===== src/rtl/mfd_pkg.sv =====
`timescale 1ns / 1ps
// ----------------------------------------------------------------------------
// mfd_pkg
// shared types and constants for the motion-capture frame deframer
// ----------------------------------------------------------------------------
package mfd_pkg;

    localparam int unsigned MaxBodiesDefault = 128;
    localparam logic [15:0] MsgFrame         = 16'd7;

    localparam logic [4:0] TagFrame    = 5'd0;
    localparam logic [4:0] TagId       = 5'd1;
    localparam logic [4:0] TagX        = 5'd2;
    localparam logic [4:0] TagY        = 5'd3;
    localparam logic [4:0] TagZ        = 5'd4;
    localparam logic [4:0] TagQx       = 5'd5;
    localparam logic [4:0] TagQy       = 5'd6;
    localparam logic [4:0] TagQz       = 5'd7;
    localparam logic [4:0] TagQw       = 5'd8;
    localparam logic [4:0] TagErr      = 5'd9;
    localparam logic [4:0] TagLat      = 5'd10;
    localparam logic [4:0] TagTc       = 5'd11;
    localparam logic [4:0] TagTcs      = 5'd12;
    localparam logic [4:0] TagTs       = 5'd13;
    localparam logic [4:0] TagFlags    = 5'd14;
    localparam logic [4:0] TagEod      = 5'd15;
    localparam logic [4:0] TagOverflow = 5'd16;

    localparam logic CfgMajor = 1'b0;
    localparam logic CfgMinor = 1'b1;

    typedef enum logic [5:0] {
        S_MSGID, S_NBYTES, S_IDLE, S_FRAME, S_NMSETS, S_MSNAME, S_MSNMARK,
        S_NOTHER, S_NBODIES, S_BID, S_B1, S_B2, S_B3, S_Q1, S_Q2, S_Q3, S_Q4,
        S_BNMARK, S_BERR, S_BPARAM, S_NSKEL, S_SKID, S_SKNB, S_BONENMARK,
        S_BONEERR, S_BONEPARAM, S_NLAB, S_NFP, S_FPID, S_FPNCH, S_FPNFR,
        S_LAT, S_TC, S_TCS, S_TS, S_FLAGS, S_EOD, S_SKIP,
        P_MSET, P_BODY, P_LAB, P_CHAN
    } sect_t;

    function automatic logic [4:0] body_tag(input logic [2:0] idx);
        logic [4:0] t;
        case (idx)
            3'd0:    t = TagId;
            3'd1:    t = TagY;
            3'd2:    t = TagZ;
            3'd3:    t = TagX;
            3'd4:    t = TagQx;
            3'd5:    t = TagQz;
            3'd6:    t = TagQy;
            default: t = TagQw;
        endcase
        return t;
    endfunction

endpackage


===== src/rtl/mocap_frame_deframer_unit.sv =====
`timescale 1ns / 1ps
// ----------------------------------------------------------------------------
// mocap_frame_deframer_unit
// byte-serial frame-of-data parser emitting tagged words
// ----------------------------------------------------------------------------
// One packet byte is taken per clock while in_ready is high. The section
// state machine advances once per byte and a finished word leaves through a
// one-entry output register the cycle after its last byte; in_ready stays
// high while that register is free or being drained, so a full stream runs at
// one beat per cycle. Skipped regions are counted down one byte per beat with
// a 38-bit counter. A version write takes effect at the next section decision.
module mocap_frame_deframer_unit
    import mfd_pkg::*;
#(
    parameter int unsigned MAX_BODIES = MaxBodiesDefault
)
(
    input  logic        clk,
    input  logic        rst_n,
    input  logic        in_valid,
    output logic        in_ready,
    input  logic [7:0]  data_byte,
    input  logic        packet_start,
    output logic        out_valid,
    input  logic        out_ready,
    output logic [4:0]  field_tag,
    output logic [6:0]  body_slot,
    output logic [63:0] field_value,
    output logic        frame_done,
    input  logic        cfg_valid,
    output logic        cfg_ready,
    input  logic        cfg_index,
    input  logic [7:0]  cfg_data
);

    localparam int CntW = $clog2(MAX_BODIES + 1) + 1;

    logic [7:0]  major_reg, minor_reg;
    sect_t       state_reg, state_next;
    logic [63:0] shift_reg, shift_next;
    logic [3:0]  biw_reg, biw_next;
    logic [15:0] msgid_reg, msgid_next;
    logic [31:0] outer_reg, outer_next, middle_reg, middle_next;
    logic [CntW-1:0] cur_reg, cur_next, total_reg, total_next;
    logic [37:0] skip_reg, skip_next;
    sect_t       after_reg, after_next;

    logic        ov_reg;
    logic [4:0]  tag_reg;
    logic [6:0]  slot_reg;
    logic [63:0] val_reg;
    logic        done_reg;

    logic        em;
    logic [4:0]  em_tag;
    logic [6:0]  em_slot;
    logic        em_done;
    logic [63:0] em_val;

    logic accept;

    assign cfg_ready   = 1'b1;
    assign in_ready    = !ov_reg || out_ready;
    assign accept      = in_valid && in_ready;
    assign out_valid   = ov_reg;
    assign field_tag   = tag_reg;
    assign body_slot   = slot_reg;
    assign field_value = val_reg;
    assign frame_done  = done_reg;

    function automatic logic v_at(input logic [7:0] mj, input logic [7:0] mn,
                                  input logic [7:0] m);
        return (mj == 8'd2 && mn >= m) || mj > 8'd2;
    endfunction

    always_comb
    begin
        logic        ge2, par;
        logic [3:0]  wlen;
        logic [63:0] w;
        logic [3:0]  nb;
        logic [31:0] n;
        sect_t       s, tgt;
        logic        skip_go;
        logic [37:0] skip_n;
        logic        do_enter;
        logic [CntW-1:0] cinc;

        state_next  = state_reg;
        shift_next  = shift_reg;
        biw_next    = biw_reg;
        msgid_next  = msgid_reg;
        outer_next  = outer_reg;
        middle_next = middle_reg;
        cur_next    = cur_reg;
        total_next  = total_reg;
        skip_next   = skip_reg;
        after_next  = after_reg;
        em = 1'b0; em_tag = TagFrame; em_slot = 7'd0; em_done = 1'b0;
        em_val = 64'd0;
        ge2 = major_reg >= 8'd2;
        par = v_at(major_reg, minor_reg, 8'd6) || major_reg == 8'd0;
        skip_go = 1'b0; skip_n = 38'd0; do_enter = 1'b0; tgt = S_IDLE;
        cinc = cur_reg + 1'b1;

        s = state_reg;
        if (packet_start)
        begin
            s = S_MSGID;
            shift_next = 64'd0; biw_next = 4'd0; msgid_next = 16'd0;
            outer_next = 32'd0; middle_next = 32'd0; cur_next = '0;
            total_next = '0; skip_next = 38'd0; after_next = S_MSGID;
        end
        state_next = s;

        case (s)
            S_MSGID, S_NBYTES, S_BPARAM, S_BONEPARAM, S_FLAGS: wlen = 4'd2;
            S_TS:    wlen = v_at(major_reg, minor_reg, 8'd7) ? 4'd8 : 4'd4;
            default: wlen = 4'd4;
        endcase
        w  = shift_next | ({56'd0, data_byte} << {biw_next[2:0], 3'b000});
        nb = biw_next + 4'd1;
        n  = w[31] ? 32'd0 : w[31:0];

        if (s == S_IDLE)
        begin
        end
        else if (s == S_SKIP)
        begin
            skip_next = skip_reg - 38'd1;
            if (skip_reg == 38'd1)
            begin
                if (after_reg inside {P_MSET, P_BODY, P_LAB, P_CHAN})
                begin
                    do_enter = 1'b1; tgt = after_reg;
                end
                else state_next = after_reg;
            end
        end
        else if (s == S_MSNAME)
        begin
            if (data_byte == 8'd0)
            begin
                state_next = S_MSNMARK; shift_next = '0; biw_next = '0;
            end
        end
        else
        begin
            shift_next = w; biw_next = nb;
            if (nb >= wlen)
            begin
                shift_next = '0; biw_next = '0;
                case (s)
                    S_MSGID:
                    begin
                        msgid_next = w[15:0]; state_next = S_NBYTES;
                    end
                    S_NBYTES: state_next = (msgid_reg == MsgFrame) ? S_FRAME : S_IDLE;
                    S_FRAME:
                    begin
                        em = 1'b1; em_tag = TagFrame; em_val = w; state_next = S_NMSETS;
                    end
                    S_NMSETS:
                    begin
                        outer_next = n; do_enter = 1'b1; tgt = P_MSET;
                    end
                    S_MSNMARK:
                    begin
                        skip_go = 1'b1; skip_n = 38'(n) * 38'd12; tgt = P_MSET;
                    end
                    S_NOTHER:
                    begin
                        skip_go = 1'b1; skip_n = 38'(n) * 38'd12; tgt = S_NBODIES;
                    end
                    S_NBODIES:
                    begin
                        if (n > 32'(MAX_BODIES))
                        begin
                            em = 1'b1; em_tag = TagOverflow; em_val = w;
                            state_next = S_IDLE;
                        end
                        else
                        begin
                            total_next = n[CntW-1:0]; cur_next = '0;
                            if (n != 32'd0) state_next = S_BID;
                            else if (v_at(major_reg, minor_reg, 8'd1)) state_next = S_NSKEL;
                            else
                            begin
                                do_enter = 1'b1; tgt = S_NSKEL;
                            end
                        end
                    end
                    S_BID, S_B1, S_B2, S_B3, S_Q1, S_Q2, S_Q3, S_Q4:
                    begin
                        em = 1'b1; em_tag = body_tag(3'(s - S_BID));
                        em_slot = cur_reg[6:0]; em_val = w;
                        state_next = sect_t'(s + 6'd1);
                    end
                    S_BNMARK:
                    begin
                        skip_go = 1'b1;
                        skip_n = 38'(n) * (ge2 ? 38'd20 : 38'd12);
                        tgt = ge2 ? S_BERR : (par ? S_BPARAM : P_BODY);
                    end
                    S_BERR:
                    begin
                        em = 1'b1; em_tag = TagErr; em_slot = cur_reg[6:0]; em_val = w;
                        if (par) state_next = S_BPARAM;
                        else
                        begin
                            do_enter = 1'b1; tgt = P_BODY;
                        end
                    end
                    S_BPARAM:
                    begin
                        do_enter = 1'b1; tgt = P_BODY;
                    end
                    S_NSKEL:
                    begin
                        outer_next = n; do_enter = 1'b1; tgt = S_SKID;
                    end
                    S_SKID: state_next = S_SKNB;
                    S_SKNB:
                    begin
                        middle_next = n; do_enter = 1'b1; tgt = S_BONENMARK;
                    end
                    S_BONENMARK:
                    begin
                        skip_go = 1'b1; skip_n = 38'(n) * 38'd20; tgt = S_BONEERR;
                    end
                    S_BONEERR:
                    begin
                        if (par) state_next = S_BONEPARAM;
                        else
                        begin
                            do_enter = 1'b1; tgt = S_BONENMARK;
                        end
                    end
                    S_BONEPARAM:
                    begin
                        do_enter = 1'b1; tgt = S_BONENMARK;
                    end
                    S_NLAB:
                    begin
                        skip_go = 1'b1; skip_n = 38'(n) * (par ? 38'd22 : 38'd20);
                        tgt = P_LAB;
                    end
                    S_NFP:
                    begin
                        outer_next = n; do_enter = 1'b1; tgt = S_FPID;
                    end
                    S_FPID: state_next = S_FPNCH;
                    S_FPNCH:
                    begin
                        middle_next = n; do_enter = 1'b1; tgt = P_CHAN;
                    end
                    S_FPNFR:
                    begin
                        skip_go = 1'b1; skip_n = 38'(n) * 38'd4; tgt = P_CHAN;
                    end
                    S_LAT:
                    begin
                        em = 1'b1; em_tag = TagLat; em_val = w; state_next = S_TC;
                    end
                    S_TC:
                    begin
                        em = 1'b1; em_tag = TagTc; em_val = w; state_next = S_TCS;
                    end
                    S_TCS:
                    begin
                        em = 1'b1; em_tag = TagTcs; em_val = w; state_next = S_TS;
                    end
                    S_TS:
                    begin
                        em = 1'b1; em_tag = TagTs; em_val = w; state_next = S_FLAGS;
                    end
                    S_FLAGS:
                    begin
                        em = 1'b1; em_tag = TagFlags; em_val = w; state_next = S_EOD;
                    end
                    S_EOD:
                    begin
                        em = 1'b1; em_tag = TagEod; em_val = w; em_done = 1'b1;
                        state_next = S_IDLE;
                    end
                    default: state_next = S_IDLE;
                endcase
            end
        end

        if (skip_go)
        begin
            if (skip_n == 38'd0) do_enter = 1'b1;
            else
            begin
                state_next = S_SKIP; skip_next = skip_n; after_next = tgt;
            end
        end

        // section continuations; the "x" states here double as loop heads
        if (do_enter)
        begin
            shift_next = '0; biw_next = '0;
            case (tgt)
                P_MSET:
                begin
                    if (outer_next != 32'd0)
                    begin
                        outer_next = outer_next - 32'd1; state_next = S_MSNAME;
                    end
                    else state_next = S_NOTHER;
                end
                P_BODY:
                begin
                    cur_next = cinc;
                    if (cinc < total_next) state_next = S_BID;
                    else if (v_at(major_reg, minor_reg, 8'd1)) state_next = S_NSKEL;
                    else if (v_at(major_reg, minor_reg, 8'd3)) state_next = S_NLAB;
                    else state_next = v_at(major_reg, minor_reg, 8'd9) ? S_NFP : S_LAT;
                end
                S_NSKEL:
                begin
                    if (v_at(major_reg, minor_reg, 8'd3)) state_next = S_NLAB;
                    else state_next = v_at(major_reg, minor_reg, 8'd9) ? S_NFP : S_LAT;
                end
                S_SKID:
                begin
                    if (outer_next != 32'd0)
                    begin
                        outer_next = outer_next - 32'd1; state_next = S_SKID;
                    end
                    else if (v_at(major_reg, minor_reg, 8'd3)) state_next = S_NLAB;
                    else state_next = v_at(major_reg, minor_reg, 8'd9) ? S_NFP : S_LAT;
                end
                S_BONENMARK:
                begin
                    if (middle_next != 32'd0)
                    begin
                        middle_next = middle_next - 32'd1;
                        state_next = S_SKIP; skip_next = 38'd32; after_next = S_BONENMARK;
                    end
                    else if (outer_next != 32'd0)
                    begin
                        outer_next = outer_next - 32'd1; state_next = S_SKID;
                    end
                    else if (v_at(major_reg, minor_reg, 8'd3)) state_next = S_NLAB;
                    else state_next = v_at(major_reg, minor_reg, 8'd9) ? S_NFP : S_LAT;
                end
                P_LAB:
                    state_next = v_at(major_reg, minor_reg, 8'd9) ? S_NFP : S_LAT;
                S_FPID:
                begin
                    if (outer_next != 32'd0)
                    begin
                        outer_next = outer_next - 32'd1; state_next = S_FPID;
                    end
                    else state_next = S_LAT;
                end
                P_CHAN:
                begin
                    if (middle_next != 32'd0)
                    begin
                        middle_next = middle_next - 32'd1; state_next = S_FPNFR;
                    end
                    else if (outer_next != 32'd0)
                    begin
                        outer_next = outer_next - 32'd1; state_next = S_FPID;
                    end
                    else state_next = S_LAT;
                end
                default: state_next = tgt;
            endcase
        end
    end

    always_ff @(posedge clk or negedge rst_n)
    begin
        if (!rst_n)
        begin
            major_reg <= 8'd2;
            minor_reg <= 8'd9;
            state_reg <= S_MSGID;
            shift_reg <= '0;
            biw_reg   <= '0;
            msgid_reg <= '0;
            outer_reg <= '0;
            middle_reg <= '0;
            cur_reg   <= '0;
            total_reg <= '0;
            skip_reg  <= '0;
            after_reg <= S_MSGID;
            ov_reg    <= 1'b0;
        end
        else
        begin
            if (cfg_valid)
            begin
                if (cfg_index == CfgMajor) major_reg <= cfg_data;
                if (cfg_index == CfgMinor) minor_reg <= cfg_data;
            end
            if (accept)
            begin
                state_reg  <= state_next;
                shift_reg  <= shift_next;
                biw_reg    <= biw_next;
                msgid_reg  <= msgid_next;
                outer_reg  <= outer_next;
                middle_reg <= middle_next;
                cur_reg    <= cur_next;
                total_reg  <= total_next;
                skip_reg   <= skip_next;
                after_reg  <= after_next;
            end
            if (accept && em) ov_reg <= 1'b1;
            else if (out_ready) ov_reg <= 1'b0;
        end
    end

    always_ff @(posedge clk)
    begin
        if (accept && em)
        begin
            tag_reg  <= em_tag;
            slot_reg <= em_slot;
            val_reg  <= em_val;
            done_reg <= em_done;
        end
    end

`ifndef SYNTH
    a_hold: assert property (@(posedge clk) disable iff (!rst_n)
        out_valid && !out_ready |=> out_valid && $stable(field_value))
        else $error("result dropped while stalled");
    a_done: assert property (@(posedge clk) disable iff (!rst_n)
        out_valid |-> (frame_done == (field_tag == TagEod)))
        else $error("frame_done mismatch");
    a_slot: assert property (@(posedge clk) disable iff (!rst_n)
        out_valid && (field_tag == TagFrame || field_tag > TagErr) |-> body_slot == 7'd0)
        else $error("slot on non-body field");
    a_ready: assert property (@(posedge clk) disable iff (!rst_n)
        !out_valid |-> in_ready)
        else $error("input stalled with empty output");
`endif

endmodule

===== config.mk =====
export PLATFORM = sky130hd
export DESIGN_NAME = mocap_frame_deframer_unit
export DESIGN_NICKNAME = d
export VERILOG_FILES = /design/src/rtl/mfd_pkg.sv /design/src/rtl/mocap_frame_deframer_unit.sv
export SDC_FILE = /design/constraint.sdc
export NUM_CORES = 2
export LEC_CHECK = 0
export ABC_CLOCK_PERIOD_IN_PS = 13550
export BUFFER_PORTS_ARGS = -buffer_cell sky130_fd_sc_hd__buf_4
export CAP_MARGIN = 20
export CORE_UTILIZATION = 45
export DETAILED_ROUTE_END_ITERATION = 8
export GPL_ROUTABILITY_DRIVEN = 0
export SYNTH_ARGS = -nofsm -noshare
export SYNTH_HDL_FRONTEND = slang
export SYNTH_SLANG_ARGS = --single-unit

===== constraint.sdc =====
create_clock -name clk -period 13.55 [get_ports clk]
set_input_delay 2.0325 -clock clk [delete_from_list [all_inputs] [get_ports clk]]
set_output_delay 2.0325 -clock clk [all_outputs]
set_load 0.02 [all_outputs]

==> metrics <==
DR vias/cell=6.58; hold crit path type=register to register; first-pass GRT wire length=195 mm; Residual DRC=0; slew of the pin with the lowest slew margin=1220 ps; crit start category=input pin; fmax=0.0925 GHz; Pre-Repair DR Iteration Count=7; CP peak stage delay=780 ps; largest net degree at the start of global routing=151; crit path max fanout=52; Row Count=slightly below 100; CTS max path bufs=3; setup TNS=0 ps; status=finished clean; post-placement cell count=4,996; sequential share of power=between 20% and 30%; Final Max Slew Viols=0; Synth Cell Area=32,800 µm²; end of the worst hold path=shift_reg[29]; Worst VDD drop=approximately 0.13 mV; switching power total=roughly 2.8 mW; TritonCTS Buffers=36; Synth area leader=dfrtp_1; port bufs=between 100 and 150; Sw Share=50.5%; most frequent cells in the layout=nand2_1, nor2_1, o21ai_0, ha_1, a21oi_1; CP max-delay cell=nor3_4; vias in the first global route=31.1k; commonest non-fill, non-tap cell in the layout=nand2_1; Detail Route Antenna Nets=0; RR Endpoint=middle_reg[15]; routed wire length per instance=25.7 µm; Starting Density=45.7%; crit path kind=input pin to register; clk root buf=clkbuf_16; share of cells above drive strength 1=between 9 and 10%; Reg2Reg Setup Slack=around 3700 ps; Int Pwr=2.77 mW; Period Utilization, post-route=79.8%; Synth async-reset ratio=around 75%; Yosys top cell area share=approximately 18%; Post-CTS Resized=0; total track usage=34.3%; cts hold-fix bufs=0; Post-DP Area=34,400 µm²; Final nets=4,442; FILL cells=about 7k; clock power share=approximately 18%; Final min period=10,810 ps; CP required=~14,000 ps; Hold Crit Depth=2; final wirelength=130 mm; Power Total=5.60 mW; postcts setup bufs=0; Worst Path Arrival=11,270 ps; combinational share of power=61.8%; initial antenna violation count=4; CTS tree=done; Ports=103; Layout Cells excl Fill=roughly 5k; post-route setup slack=2740 ps; sequential area share after synthesis=approximately a quarter; syn avg cell area=7.90 µm²; RSZ-0062 raised after global routing=false; Place WS=2440 ps; chip width=272 µm; core footprint=between 70,000 and 80,000 µm²; Synth cell types=119; drt initial violations=4,597; Area Growth Syn to Fin=8.54%; power density over the cells=157 nW/µm²; number of max-cap violations=0; GRT overflow=0; height of the chip=272 µm; Top FF cell, synth=dfrtp_1; Clock Skews=21.7 ps; Setup violations, final=0; Post-synth EDFFs=a little under 80; leading post-synthesis cells by cell area=dfrtp_1, ha_1, edfxtp_1, nand2_1, o21ai_0; synthesis-stage register bit count=310; Die ar.=approximately 74,000 µm²; endpoints failing hold=0; Worst R2R Start=biw_reg[1]; clk sinks=310; htree depth=2; Final Cell Area=35,600 µm²; clock-pin slew on the worst setup and hold paths=60 ps; Reg2Reg Depth=27; Gate Count Post-Synth=4,147; CP Launch Point=packet_start; CP endpoint kind=register; Yosys Warn Count=0; Slew headroom=18.0%; hpwl dp=96.7 mm; via count=33.3k; worst skew pair latency=roughly 570 ps; min-delay src=shift_reg[29]; leakage power total=15.2 nW
==> per-layer routing <==
metal  GRT usage [%]  share of wire, %
met1            44.6                40
met2            51.8                43
met3            7.97                10
met4            20.2               6.8
met5           0.578             0.074
==> through the flow <==
stage | utilization [%] | hold WS [ps]
6_report | 49.6 | 479
5_1_grt | 49.6 | 504
4_1_cts | 49.5 | 479
3_5_place_dp | 47.9 | 465
3_3_place_gp | 47.9 | 457
2_1_floorplan | - | 442
==> critical path: cells and delay by family <==
kind                       cells  cell delay (ps)
AOI/OAI and AO/OA              9             2860
xor gates and xnor gates       2              340
adders and majority gates      4             1500
buffers and inverters          6             1650
and+or+nand+nor                6             2770
==> final cells by class <==
type / instances / area (µm²) / area share, %
flip-flops and latches: 310 / 8150 / 22.9
clock inverters: 19 / 165 / 0.464
well taps: 950 / 1190 / 3.34
repair buffers: 196 / 1490 / 4.20
clock buffers: 45 / 1010 / 2.83
inverters: 180 / 678 / 1.91
multi-input cells: 3363 / 22900 / 64.3
diodes: 3 / 7.51 / 0.0211
==> Yosys cell counts (21+ instances only) <==
master,count
a21o_1,41
o31ai_1,23
a21oi_1,298
or2_2,23
buf_2,21
or3_1,44
edfxtp_1,77
nand2_1,477
nand4_1,60
nor2_1,353
buf_1,25
a22o_1,47
a211oi_1,30
nor4_1,45
mux2i_1,66
nand3_1,92
and2_1,59
a221oi_1,21
fa_1,33
o21a_1,28
a22oi_1,49
a31oi_1,53
o22ai_1,24
inv_1,173
xnor2_1,94
o21ai_0,309
xor2_1,40
and3_1,50
nand2b_1,51
ha_1,299
nor2b_1,36
clkbuf_1,239
mux2_2,31
o211ai_1,38
nor3_1,114
dfrtp_1,230
==> power by group through the flow <==
stage | clock network [mW] | logic (mW) | registers (mW)
2_1_floorplan | 0 | 2.28 | 1.16
3_3_place_gp | 0 | 3.32 | 1.15
3_5_place_dp | 0 | 3.34 | 1.15
4_1_cts | 1.01 | 3.36 | 1.14
5_1_grt | 1.04 | 3.73 | 1.15
6_report | 0.997 | 3.46 | 1.14
==> kinds of logic after synthesis <==
group           after synthesis  share of synthesized area [%]
buf+inv                     475                           5.68
xor+xnor                    135                           3.63
fa+ha+maj                   332                           13.4
simple gates               1538                           23.8
other cells                   1                         0.0114
compound gates             1258                           25.5
flops                       310                           24.9
mux                          98                           3.12
==> worst max-delay path by stage <==
| stage | end | slack (ps) | depth (start not counted) |
|---|---|---|---|
| after floorplan | body_slot[0] | 3120 | 24 |
| after global placement | state_reg[2] | 2220 | 34 |
| after detailed placement | middle_reg[15] | 2440 | 27 |
| after CTS | middle_reg[15] | 3020 | 27 |
| after global routing | middle_reg[15] | 2440 | 26 |
| final | middle_reg[15] | 2740 | 27 |
Power figures use the tool's default switching activity.
